**src/hdl/aptsch_pkg.sv**
```systemverilog
`timescale 1ns / 1ps
// ----------------------------------------------------------------------------
// Aligned periodic timer scheduler: shared package
// Holds the sequencer states, register map, reset values, the request
// structure of the shared divider and the small arithmetic helpers.
// ----------------------------------------------------------------------------
package aptsch_pkg;

    // Sequencer states, one-hot coded.
    typedef enum logic [7:0] {
        ST_IDLE   = 8'b0000_0001,
        ST_M_DIV  = 8'b0000_0010,
        ST_T_CRC  = 8'b0000_0100,
        ST_T_DIV1 = 8'b0000_1000,
        ST_T_DIV2 = 8'b0001_0000,
        ST_S_DIV  = 8'b0010_0000,
        ST_SLEEP  = 8'b0100_0000,
        ST_EMIT   = 8'b1000_0000
    } state_t;

    // Register indexes on the configuration port.
    localparam logic [2:0] REG_MEASURE_PERIOD  = 3'd0;
    localparam logic [2:0] REG_TRANSMIT_PERIOD = 3'd1;
    localparam logic [2:0] REG_SYNC_PERIOD     = 3'd2;
    localparam logic [2:0] REG_TIMER_ENABLE    = 3'd3;
    localparam logic [2:0] REG_DEVICE_ADDRESS  = 3'd4;

    // Enable bit positions.
    localparam int EN_MEASURE  = 0;
    localparam int EN_TRANSMIT = 1;
    localparam int EN_SYNC     = 2;

    // Reset values of the registers.
    localparam logic [31:0] RST_MEASURE_PERIOD  = 32'd300;
    localparam logic [31:0] RST_TRANSMIT_PERIOD = 32'd900;
    localparam logic [31:0] RST_SYNC_PERIOD     = 32'd43200;
    localparam logic [2:0]  RST_TIMER_ENABLE    = 3'd7;
    localparam logic [47:0] RST_DEVICE_ADDRESS  = 48'h0605_0403_0201;

    localparam logic [31:0] CRC_POLY   = 32'hEDB8_8320;
    localparam logic [31:0] CRC_INIT   = 32'hFFFF_FFFF;
    localparam logic [30:0] SLEEP_CAP  = 31'h7FFF_FFFF;

    // Start request for the shared remainder unit.
    typedef struct packed {
        logic        start;
        logic [31:0] dividend;
        logic [31:0] divisor;
    } div_req_t;

    // A zero period behaves as a period of one.
    function automatic logic [31:0] eff_period(input logic [31:0] p);
        eff_period = (p == 32'd0) ? 32'd1 : p;
    endfunction

    // A timer is due when now is strictly past its due time (signed distance).
    function automatic logic is_due(input logic [31:0] nxt, input logic [31:0] now);
        logic [31:0] d;
        d = now - nxt;
        is_due = (d != 32'd0) && !d[31];
    endfunction

    // Time until due, clamped at zero when overdue.
    function automatic logic [30:0] time_left(input logic [31:0] nxt,
                                              input logic [31:0] now);
        logic [31:0] d;
        d = nxt - now;
        time_left = d[31] ? 31'd0 : d[30:0];
    endfunction

    // One byte of the reflected CRC-32.
    function automatic logic [31:0] crc_byte(input logic [31:0] crc,
                                             input logic [7:0]  b);
        logic [31:0] c;
        c = crc ^ {24'd0, b};
        for (int k = 0; k < 8; k++) begin
            c = c[0] ? ((c >> 1) ^ CRC_POLY) : (c >> 1);
        end
        crc_byte = c;
    endfunction

endpackage

```
**src/hdl/aptsch_divider.sv**
```systemverilog
`timescale 1ns / 1ps
// ----------------------------------------------------------------------------
// Shared remainder unit
// Restoring division, one quotient bit per cycle; returns the remainder
// of a 32-bit dividend by a nonzero 32-bit divisor after 32 steps.
// ----------------------------------------------------------------------------
module aptsch_divider (
    input  logic                clk,
    input  logic                rst_n,
    input  aptsch_pkg::div_req_t req,
    output logic                done,
    output logic [31:0]         remainder
);

    logic        busy_reg, busy_next;
    logic        done_reg, done_next;
    logic [4:0]  count_reg, count_next;
    logic [31:0] dividend_reg, dividend_next;
    logic [31:0] divisor_reg, divisor_next;
    logic [31:0] rem_reg, rem_next;
    logic [32:0] partial;
    logic [32:0] diff;

    // One restoring step: shift in the next dividend bit, subtract if it fits.
    always_comb
    begin
        partial = {rem_reg, dividend_reg[31]};
        diff    = partial - {1'b0, divisor_reg};
    end

    always_comb
    begin
        busy_next     = busy_reg;
        done_next     = 1'b0;
        count_next    = count_reg;
        dividend_next = dividend_reg;
        divisor_next  = divisor_reg;
        rem_next      = rem_reg;
        if (req.start) begin
            busy_next     = 1'b1;
            count_next    = 5'd31;
            dividend_next = req.dividend;
            divisor_next  = req.divisor;
            rem_next      = 32'd0;
        end else if (busy_reg) begin
            rem_next      = diff[32] ? partial[31:0] : diff[31:0];
            dividend_next = {dividend_reg[30:0], 1'b0};
            count_next    = count_reg - 5'd1;
            if (count_reg == 5'd0) begin
                busy_next = 1'b0;
                done_next = 1'b1;
            end
        end
    end

    // Control state.
    always_ff @(posedge clk or negedge rst_n)
    begin
        if (!rst_n) begin
            busy_reg  <= 1'b0;
            done_reg  <= 1'b0;
            count_reg <= 5'd0;
        end else begin
            busy_reg  <= busy_next;
            done_reg  <= done_next;
            count_reg <= count_next;
        end
    end

    // Operand and partial remainder registers.
    always_ff @(posedge clk)
    begin
        dividend_reg <= dividend_next;
        divisor_reg  <= divisor_next;
        rem_reg      <= rem_next;
    end

    assign done      = done_reg;
    assign remainder = rem_reg;

    // The finished remainder is always below the divisor.
    assert property (@(posedge clk) disable iff (!rst_n)
        done_reg |-> (rem_reg < divisor_reg))
        else $error("divider remainder not below divisor");

endmodule

```
**src/hdl/aptsch_crc.sv**
```systemverilog
`timescale 1ns / 1ps
// ----------------------------------------------------------------------------
// Offset hash unit
// Byte-serial CRC-32 over the six address bytes and the four stamp bytes,
// lowest byte first; ten steps and a final inversion.
// ----------------------------------------------------------------------------
module aptsch_crc (
    input  logic        clk,
    input  logic        rst_n,
    input  logic        start,
    input  logic [47:0] address,
    input  logic [31:0] stamp,
    output logic        done,
    output logic [31:0] crc
);

    logic        busy_reg, busy_next;
    logic        done_reg, done_next;
    logic [3:0]  count_reg, count_next;
    logic [79:0] data_reg, data_next;
    logic [31:0] crc_reg, crc_next;

    // Feed one byte per cycle from the bottom of the message register.
    always_comb
    begin
        busy_next  = busy_reg;
        done_next  = 1'b0;
        count_next = count_reg;
        data_next  = data_reg;
        crc_next   = crc_reg;
        if (start) begin
            busy_next  = 1'b1;
            count_next = 4'd9;
            data_next  = {stamp, address};
            crc_next   = aptsch_pkg::CRC_INIT;
        end else if (busy_reg) begin
            crc_next   = aptsch_pkg::crc_byte(crc_reg, data_reg[7:0]);
            data_next  = {8'd0, data_reg[79:8]};
            count_next = count_reg - 4'd1;
            if (count_reg == 4'd0) begin
                busy_next = 1'b0;
                done_next = 1'b1;
            end
        end
    end

    always_ff @(posedge clk or negedge rst_n)
    begin
        if (!rst_n) begin
            busy_reg  <= 1'b0;
            done_reg  <= 1'b0;
            count_reg <= 4'd0;
        end else begin
            busy_reg  <= busy_next;
            done_reg  <= done_next;
            count_reg <= count_next;
        end
    end

    always_ff @(posedge clk)
    begin
        data_reg <= data_next;
        crc_reg  <= crc_next;
    end

    assign done = done_reg;
    assign crc  = crc_reg ^ aptsch_pkg::CRC_INIT;

endmodule

```
**src/hdl/aligned_periodic_timer_scheduler.sv**
```systemverilog
`timescale 1ns / 1ps
// ----------------------------------------------------------------------------
// Aligned periodic timer scheduler
// Three period-aligned timers (measure, transmit, sync) checked on every
// time tick; reports which fired and how long to sleep until the next one.
// ----------------------------------------------------------------------------
// Usage:
//   A tick is a transfer on the input channel (in_valid, in_stall, now).
//   One result transfer follows on the output channel (out_valid, out_stall)
//   with the due flags, sleep_time and last_measure_time.
//   A small sequencer drives one shared 32-step remainder unit and a
//   byte-serial CRC unit. A tick with no timer firing only runs the
//   sleep scan before its result reaches the output register. Each firing
//   measure or sync timer adds one remainder, and a firing transmit timer
//   adds a CRC and two remainders.
//   in_stall is high while a tick is being worked on; the next tick is
//   taken once the previous result is in the output register.
//   When the receiver stalls, the result holds in the output register;
//   a following tick is still taken and worked on, and waits at the end
//   until the output register is free.
//   Reset clears all due times and the stamp to zero and loads the
//   register defaults; the block is ready in the first cycle after reset.
//   Registers sit on the APB port at byte address 8*index, 64-bit data.
// ----------------------------------------------------------------------------
module aligned_periodic_timer_scheduler (
    input  logic        clk,
    input  logic        rst_n,
    // Configuration port
    input  logic        psel,
    input  logic        penable,
    input  logic        pwrite,
    input  logic [5:0]  paddr,
    input  logic [63:0] pwdata,
    output logic [63:0] prdata,
    output logic        pready,
    // Tick input
    input  logic        in_valid,
    output logic        in_stall,
    input  logic [31:0] now,
    // Result output
    output logic        out_valid,
    input  logic        out_stall,
    output logic        measure_due,
    output logic        transmit_due,
    output logic        sync_due,
    output logic [30:0] sleep_time,
    output logic [31:0] last_measure_time
);

    aptsch_pkg::state_t state_reg, state_next;

    // Configuration registers
    logic [31:0] measure_period_reg;
    logic [31:0] transmit_period_reg;
    logic [31:0] sync_period_reg;
    logic [2:0]  timer_enable_reg;
    logic [47:0] device_address_reg;

    // Timer state
    logic [31:0] measure_next_reg, measure_next_next;
    logic [31:0] transmit_next_reg, transmit_next_next;
    logic [31:0] sync_next_reg, sync_next_next;
    logic [31:0] measure_stamp_reg, measure_stamp_next;

    // Working registers of the current tick
    logic [31:0] now_reg, now_next;
    logic        m_due_reg, m_due_next;
    logic        t_due_reg, t_due_next;
    logic        s_due_reg, s_due_next;
    logic [31:0] base_reg, base_next;
    logic [30:0] sleep_reg, sleep_next;
    logic [1:0]  sleep_idx_reg, sleep_idx_next;

    // Output register
    logic        out_valid_reg, out_valid_next;
    logic        o_m_due_reg, o_t_due_reg, o_s_due_reg;
    logic [30:0] o_sleep_reg;
    logic [31:0] o_stamp_reg;
    logic        load;

    // Shared units
    aptsch_pkg::div_req_t div_req;
    logic        div_done;
    logic [31:0] div_rem;
    logic        crc_start;
    logic        crc_done;
    logic [31:0] crc_value;

    logic [31:0] pm_eff, pt_eff, ps_eff;
    logic        cfg_write;
    logic [2:0]  cfg_idx;
    logic        in_take;
    logic        m_hit, t_hit, s_hit;
    logic [31:0] sel_next;
    logic [30:0] tl;

    assign pm_eff = aptsch_pkg::eff_period(measure_period_reg);
    assign pt_eff = aptsch_pkg::eff_period(transmit_period_reg);
    assign ps_eff = aptsch_pkg::eff_period(sync_period_reg);

    // Configuration port decode.
    assign pready    = 1'b1;
    assign cfg_idx   = paddr[5:3];
    assign cfg_write = psel && penable && pwrite && pready;

    always_ff @(posedge clk or negedge rst_n)
    begin
        if (!rst_n) begin
            measure_period_reg  <= aptsch_pkg::RST_MEASURE_PERIOD;
            transmit_period_reg <= aptsch_pkg::RST_TRANSMIT_PERIOD;
            sync_period_reg     <= aptsch_pkg::RST_SYNC_PERIOD;
            timer_enable_reg    <= aptsch_pkg::RST_TIMER_ENABLE;
            device_address_reg  <= aptsch_pkg::RST_DEVICE_ADDRESS;
        end else if (cfg_write) begin
            unique case (cfg_idx)
                aptsch_pkg::REG_MEASURE_PERIOD:  measure_period_reg  <= pwdata[31:0];
                aptsch_pkg::REG_TRANSMIT_PERIOD: transmit_period_reg <= pwdata[31:0];
                aptsch_pkg::REG_SYNC_PERIOD:     sync_period_reg     <= pwdata[31:0];
                aptsch_pkg::REG_TIMER_ENABLE:    timer_enable_reg    <= pwdata[2:0];
                aptsch_pkg::REG_DEVICE_ADDRESS:  device_address_reg  <= pwdata[47:0];
                default: ;
            endcase
        end
    end

    // Register read-back.
    always_comb
    begin
        unique case (cfg_idx)
            aptsch_pkg::REG_MEASURE_PERIOD:  prdata = {32'd0, measure_period_reg};
            aptsch_pkg::REG_TRANSMIT_PERIOD: prdata = {32'd0, transmit_period_reg};
            aptsch_pkg::REG_SYNC_PERIOD:     prdata = {32'd0, sync_period_reg};
            aptsch_pkg::REG_TIMER_ENABLE:    prdata = {61'd0, timer_enable_reg};
            aptsch_pkg::REG_DEVICE_ADDRESS:  prdata = {16'd0, device_address_reg};
            default:                         prdata = 64'd0;
        endcase
    end

    // Due checks on the incoming tick, all against the stored due times.
    assign in_stall = (state_reg != aptsch_pkg::ST_IDLE);
    assign in_take  = in_valid && !in_stall;
    assign m_hit    = timer_enable_reg[aptsch_pkg::EN_MEASURE]
                      && aptsch_pkg::is_due(measure_next_reg, now);
    assign t_hit    = timer_enable_reg[aptsch_pkg::EN_TRANSMIT]
                      && aptsch_pkg::is_due(transmit_next_reg, now);
    assign s_hit    = timer_enable_reg[aptsch_pkg::EN_SYNC]
                      && aptsch_pkg::is_due(sync_next_reg, now);

    // Sleep scan: one timer per cycle through a single subtract and compare.
    always_comb
    begin
        case (sleep_idx_reg)
            2'd0:    sel_next = measure_next_reg;
            2'd1:    sel_next = transmit_next_reg;
            default: sel_next = sync_next_reg;
        endcase
        tl = aptsch_pkg::time_left(sel_next, now_reg);
    end

    assign load = (state_reg == aptsch_pkg::ST_EMIT) && (!out_valid_reg || !out_stall);

    // Sequencer.
    always_comb
    begin
        state_next         = state_reg;
        now_next           = now_reg;
        m_due_next         = m_due_reg;
        t_due_next         = t_due_reg;
        s_due_next         = s_due_reg;
        base_next          = base_reg;
        sleep_next         = sleep_reg;
        sleep_idx_next     = sleep_idx_reg;
        measure_next_next  = measure_next_reg;
        transmit_next_next = transmit_next_reg;
        sync_next_next     = sync_next_reg;
        measure_stamp_next = measure_stamp_reg;

        unique case (state_reg)
            aptsch_pkg::ST_IDLE:
            begin
                if (in_take) begin
                    now_next       = now;
                    m_due_next     = m_hit;
                    t_due_next     = t_hit;
                    s_due_next     = s_hit;
                    sleep_next     = aptsch_pkg::SLEEP_CAP;
                    sleep_idx_next = 2'd0;
                    if (m_hit)
                        state_next = aptsch_pkg::ST_M_DIV;
                    else if (t_hit)
                        state_next = aptsch_pkg::ST_T_CRC;
                    else if (s_hit)
                        state_next = aptsch_pkg::ST_S_DIV;
                    else
                        state_next = aptsch_pkg::ST_SLEEP;
                end
            end
            aptsch_pkg::ST_M_DIV:
            begin
                if (div_done) begin
                    measure_next_next  = now_reg - div_rem + pm_eff;
                    measure_stamp_next = now_reg;
                    if (t_due_reg)
                        state_next = aptsch_pkg::ST_T_CRC;
                    else if (s_due_reg)
                        state_next = aptsch_pkg::ST_S_DIV;
                    else
                        state_next = aptsch_pkg::ST_SLEEP;
                end
            end
            aptsch_pkg::ST_T_CRC:
            begin
                if (crc_done)
                    state_next = aptsch_pkg::ST_T_DIV1;
            end
            aptsch_pkg::ST_T_DIV1:
            begin
                if (div_done) begin
                    base_next  = now_reg - div_rem + pt_eff;
                    state_next = aptsch_pkg::ST_T_DIV2;
                end
            end
            aptsch_pkg::ST_T_DIV2:
            begin
                if (div_done) begin
                    transmit_next_next = base_reg + div_rem;
                    if (s_due_reg)
                        state_next = aptsch_pkg::ST_S_DIV;
                    else
                        state_next = aptsch_pkg::ST_SLEEP;
                end
            end
            aptsch_pkg::ST_S_DIV:
            begin
                if (div_done) begin
                    sync_next_next = now_reg - div_rem + ps_eff;
                    state_next     = aptsch_pkg::ST_SLEEP;
                end
            end
            aptsch_pkg::ST_SLEEP:
            begin
                if (tl < sleep_reg)
                    sleep_next = tl;
                sleep_idx_next = sleep_idx_reg + 2'd1;
                if (sleep_idx_reg == 2'd2)
                    state_next = aptsch_pkg::ST_EMIT;
            end
            aptsch_pkg::ST_EMIT:
            begin
                if (load)
                    state_next = aptsch_pkg::ST_IDLE;
            end
            default:
            begin
                state_next = aptsch_pkg::ST_IDLE;
            end
        endcase
    end

    // Launch the shared units on entry to the state that waits for them.
    assign crc_start = (state_next == aptsch_pkg::ST_T_CRC)
                       && (state_reg != aptsch_pkg::ST_T_CRC);

    always_comb
    begin
        div_req.start    = 1'b0;
        div_req.dividend = now_reg;
        div_req.divisor  = pm_eff;
        if (state_next != state_reg) begin
            case (state_next)
                aptsch_pkg::ST_M_DIV:
                begin
                    div_req.start    = 1'b1;
                    div_req.dividend = (state_reg == aptsch_pkg::ST_IDLE) ? now : now_reg;
                end
                aptsch_pkg::ST_T_DIV1:
                begin
                    div_req.start   = 1'b1;
                    div_req.divisor = pt_eff;
                end
                aptsch_pkg::ST_T_DIV2:
                begin
                    div_req.start    = 1'b1;
                    div_req.dividend = crc_value;
                    div_req.divisor  = pt_eff;
                end
                aptsch_pkg::ST_S_DIV:
                begin
                    div_req.start    = 1'b1;
                    div_req.dividend = (state_reg == aptsch_pkg::ST_IDLE) ? now : now_reg;
                    div_req.divisor  = ps_eff;
                end
                default: ;
            endcase
        end
    end

    aptsch_divider u_divider (
        .clk       (clk),
        .rst_n     (rst_n),
        .req       (div_req),
        .done      (div_done),
        .remainder (div_rem)
    );

    // The hash takes the stamp as it stands after this tick's measure firing.
    aptsch_crc u_crc (
        .clk     (clk),
        .rst_n   (rst_n),
        .start   (crc_start),
        .address (device_address_reg),
        .stamp   (measure_stamp_next),
        .done    (crc_done),
        .crc     (crc_value)
    );

    // Output valid: set on load, cleared once the result is taken.
    always_comb
    begin
        out_valid_next = out_valid_reg;
        if (load)
            out_valid_next = 1'b1;
        else if (out_valid_reg && !out_stall)
            out_valid_next = 1'b0;
    end

    // Control and timer state.
    always_ff @(posedge clk or negedge rst_n)
    begin
        if (!rst_n) begin
            state_reg         <= aptsch_pkg::ST_IDLE;
            out_valid_reg     <= 1'b0;
            measure_next_reg  <= 32'd0;
            transmit_next_reg <= 32'd0;
            sync_next_reg     <= 32'd0;
            measure_stamp_reg <= 32'd0;
            sleep_idx_reg     <= 2'd0;
        end else begin
            state_reg         <= state_next;
            out_valid_reg     <= out_valid_next;
            measure_next_reg  <= measure_next_next;
            transmit_next_reg <= transmit_next_next;
            sync_next_reg     <= sync_next_next;
            measure_stamp_reg <= measure_stamp_next;
            sleep_idx_reg     <= sleep_idx_next;
        end
    end

    // Working payload of the tick.
    always_ff @(posedge clk)
    begin
        now_reg   <= now_next;
        m_due_reg <= m_due_next;
        t_due_reg <= t_due_next;
        s_due_reg <= s_due_next;
        base_reg  <= base_next;
        sleep_reg <= sleep_next;
    end

    // Result register.
    always_ff @(posedge clk)
    begin
        if (load) begin
            o_m_due_reg <= m_due_reg;
            o_t_due_reg <= t_due_reg;
            o_s_due_reg <= s_due_reg;
            o_sleep_reg <= sleep_reg;
            o_stamp_reg <= measure_stamp_reg;
        end
    end

    assign out_valid         = out_valid_reg;
    assign measure_due       = o_m_due_reg;
    assign transmit_due      = o_t_due_reg;
    assign sync_due          = o_s_due_reg;
    assign sleep_time        = o_sleep_reg;
    assign last_measure_time = o_stamp_reg;

    // A remainder only comes back while the sequencer waits for one.
    assert property (@(posedge clk) disable iff (!rst_n)
        div_done |-> (state_reg == aptsch_pkg::ST_M_DIV
                      || state_reg == aptsch_pkg::ST_T_DIV1
                      || state_reg == aptsch_pkg::ST_T_DIV2
                      || state_reg == aptsch_pkg::ST_S_DIV))
        else $error("remainder returned outside a division state");

    // The hash only finishes while the sequencer waits for it.
    assert property (@(posedge clk) disable iff (!rst_n)
        crc_done |-> (state_reg == aptsch_pkg::ST_T_CRC))
        else $error("hash finished outside the hash state");

    // A measure firing reports the tick's own time as the stamp.
    assert property (@(posedge clk) disable iff (!rst_n)
        (load && m_due_reg) |=> (last_measure_time == $past(now_reg)))
        else $error("measure firing reported a wrong stamp");

endmodule
```
**config.mk**
```make
export PLATFORM = sky130hd
export DESIGN_NAME = aligned_periodic_timer_scheduler
export DESIGN_NICKNAME = d
export VERILOG_FILES = /design/src/hdl/aptsch_pkg.sv /design/src/hdl/aptsch_divider.sv /design/src/hdl/aptsch_crc.sv /design/src/hdl/aligned_periodic_timer_scheduler.sv
export SDC_FILE = /design/constraint.sdc
export NUM_CORES = 2
export LEC_CHECK = 0
export BUFFER_PORTS_ARGS = -buffer_cell sky130_fd_sc_hd__buf_2
export CORE_MARGIN = 10
export CORE_UTILIZATION = 41
export CTS_BUF_LIST = sky130_fd_sc_hd__clkbuf_8
export DETAILED_ROUTE_END_ITERATION = 10
export GPL_TIMING_DRIVEN = 0
export SYNTH_ARGS = -nofsm -noshare
export SYNTH_HDL_FRONTEND = slang
export SYNTH_HIERARCHICAL = 1
export SYNTH_SLANG_ARGS = --single-unit
```
**constraint.sdc**
```tcl
create_clock -name clk -period 14 [get_ports clk]
set_input_delay 1.4 -clock clk [delete_from_list [all_inputs] [get_ports clk]]
set_output_delay 1.4 -clock clk [all_outputs]
set_load 0.1 [all_outputs]
```
==> key figures <==
Critical path
  – Worst path arrival time: ~10,000 ps
  – Reg2reg setup slack: 4740 ps
  – Top Family by Delay on Critical Path: compound AO/OA/AOI/OAI gates
  – R2R depth: 22
  – Required time worst endpoint: 14,410 ps
  – CP peak stage delay: 1320 ps
  – Setup crit end kind: flop
  – Buffers and inverters on the worst path: 8
  – R2r startpoint: sync_next_reg[0]
  – Crit start category: primary input
  – Slowest-stage cell, CP: o41ai_1
  – CP Max Fanout: 32
  – Worst r2r dst: u_divider/dividend_reg[21]
  – Cell breakdown of the critical path: buf_2 > inv_1 > ha_1 > fa_1 > nand2b_1 > a21boi_0 > o21ai_0 > a211oi_1 > o22ai_1 > xnor2_1 > or4_1 > nor4_1 > o2111ai_1 > nand4b_1 > o41ai_1 > or4b_1 > buf_2 > buf_2 > buf_2 > a41oi_4 > clkbuf_1 > clkbuf_1 > clkbuf_1 > or2_2
  – Crit Path Category: primary input to flop
  – Cell mode on critical path: buf_2

Clocking
  – CTS tree: yes
  – TritonCTS buffer count: 117
  – CTS Sinks: 671
  – Worst skew pair latency: 780 ps
  – CTS Root Cell: clkbuf_8
  – Clk slew on worst S/H paths: 60 ps
  – Post CTS Setup Buffer Count: 0
  – H-tree depth: 3
  – Clk buf depth: 3
  – Post-CTS Resized: 0
  – Hold Buf Count CTS: 0

Floorplanning
  – Starting density of the core: 0.411
  – Io pins: 242
  – DIE WIDTH: between 300 and 400 µm
  – Die H: 358 µm
  – Core area: between 100,000 and 150,000 µm²
  – Row count: ~120
  – DIE AREA: ~130,000 µm²

Placement
  – Post-Place Setup Slack: 3940 ps
  – RD Place Congestion: 0.998
  – Final HPWL DP: 145,000 µm
  – I/O Buffers: 204

Synth
  – Gate Count Post-Synth: 4,988
  – Mean Syn Cell Area: 9.41 µm²
  – Post-synth EDFFs: 308
  – Cell Area, Synth: ~47,000 µm²
  – Top-area cell type share of the netlist area: 0.197
  – Synth area leaders: edfxtp_1 20%, dfrtp_1 15%, ha_1 9.3%
  – Netlist cell types: 98
  – Sequential area share after synthesis: 0.385
  – Commonest register cell after synthesis: edfxtp_1
  – Syn. warnings: 6
  – Synthesized flop and latch total: about 670
  – Yosys top cell by area: edfxtp_1
  – Ys async rst share: 0.446

Cells and area
  – Area delta synth->final: 12.0%
  – # nets final: 5,800
  – Max reg flops: 80
  – Layout cells sized above 1: 0.142

Power and ir drop
  – P per Cell Area: ~240 nW/µm²
  – Pleak: between 20 and 25 nW
  – Peak VDD IR: 0.000136 V
  – Overall power: 12.6 mW

Global routing
  – First-pass GRT wire length: 257,000 µm
  – Overall Global Routing Usage: 0.268
  – Vias in the first global route: 38,300
  – Antenna violations before repair: 10
  – Largest net degree at the start of global routing: 108
  – Gr ovfl total: 0

STA
  – Min setup slack post-route: 4270 ps
  – Slew HR: -0.0568
  – Clk_skew: 43.6 ps
  – Final hold viol count: 0
  – Maximum clock rate: 103 MHz
  – Final setup vio count: 0
  – Least-Margin Pin Slew: 1560 ps
  – Hold Slack: 442 ps
  – Fin crit period: roughly 9700 ps
  – Setup Total Neg Slack: 0 ps
  – Final slew viol count: 3
  – RSZ-0062 raised after global routing: no
  – Crit share post-route: 0.695

Route
  – DRC errors left: 0
  – Wl on met1: approximately 77,000 µm
  – Vias: 40,600
  – DRT iter0 DRCs: between 4,000 and 5,000
  – Mean routed wirelength per cell: 25.7 µm
  – Pre-antenna DRT Iters: 6
  – DR vias/cell: between 5 and 6
  – Met3 Wirelength: between 10,000 and 15,000 µm
  – Post-DRT Antenna Nets: 0
  – Top sig layer: met5
  – Detailed Route WL: around 180,000 µm
  – Met2 wire len: between 70,000 and 80,000 µm

Flow run
  – Max cap viols: 1

Worst hold path
  – Worst Hold End: measure_due
  – Worst hold stages: 0
  – HP Class: flop to flop
  – Worst Hold Launch: m_due_reg

Run status
  – Status: finished, violations left
  – Failing checks: capacitance limit, slew limit
[through the flow]
step | cell area [µm²] | utilization | std cells
after detailed placement | 50100 | 0.439 | 6725
after global routing | 52600 | 0.461 | 6949
after floorplan | 47000 | - | 5003
final | 52600 | 0.461 | 6950
after global placement | 49900 | 0.437 | 6719
after CTS | 52500 | 0.461 | 6947
[worst max path at each step]
stage / startpoint / to / slack, ps / cells past startpoint
2_1_floorplan: now[5] / u_divider/dividend_reg[0] / 5280 / 21
3_3_place_gp: now[1] / u_divider/dividend_reg[20] / 1440 / 23
3_5_place_dp: now[0] / u_divider/dividend_reg[20] / 3940 / 24
4_1_cts: now[0] / u_divider/dividend_reg[14] / 4760 / 24
5_1_grt: now[0] / u_divider/dividend_reg[12] / 4210 / 24
6_report: now[0] / u_divider/dividend_reg[21] / 4270 / 24
[final cells by class]
type | count | area (µm²)
fillers | 11100 | 61500
clock inverters | 79 | 497
multi-input cells | 3660 | 26300
flip-flops and latches | 671 | 18000
well taps | 1512 | 1890
plain buffers | 302 | 1280
repair buffers | 211 | 1180
clock buffers | 143 | 1970
diodes | 2 | 5.00
inverters | 370 | 1390
[report_power, final]
group	total, mW	internal [mW]	leakage (nW)	switching [mW]
combinational	7.54	3.00	14.1	4.54
sequential	3.18	2.70	7.21	0.479
clock	1.90	1.02	1.43	0.883
[routing by layer]
layer,up-vias,track usage
met5,-,0.00453
met4,10,0.127
met3,344,0.0454
met2,1645,0.410
met1,19800,0.367
li1,18800,-
[cell usage in the layout (no fill, tap or decap), drive strengths merged, types with 204 or more instances in the layout]
cell / count
clkbuf: 402
a21oi: 296
mux2: 265
inv: 416
buf: 254
nor2: 267
dfrtp: 273
nand2: 489
xnor2: 204
ha: 348
o21ai: 271
edfxtp: 308
[cells in the mapped netlist, drive strengths merged, types with 102 or more instances]
| cell | number |
|---|---|
| nand2 | 489 |
| inv | 369 |
| ha | 348 |
| edfxtp | 308 |
| a21oi | 296 |
| dfrtp | 273 |
| o21ai | 271 |
| nor2 | 267 |
| mux2 | 265 |
| clkbuf | 258 |
| xnor2 | 204 |
| a21o | 135 |
| xor2 | 102 |
[cell families after synthesis]
group | synth area share
adder cells (fa/ha/maj) | 0.0971
AND/OR/NAND/NOR | 0.141
buffers and inverters | 0.0569
AO/OA/AOI/OAI | 0.187
XOR/XNOR | 0.0622
other | 0.000160
multiplexers | 0.0706
flip-flops | 0.385
Power figures use the tool's default switching activity.
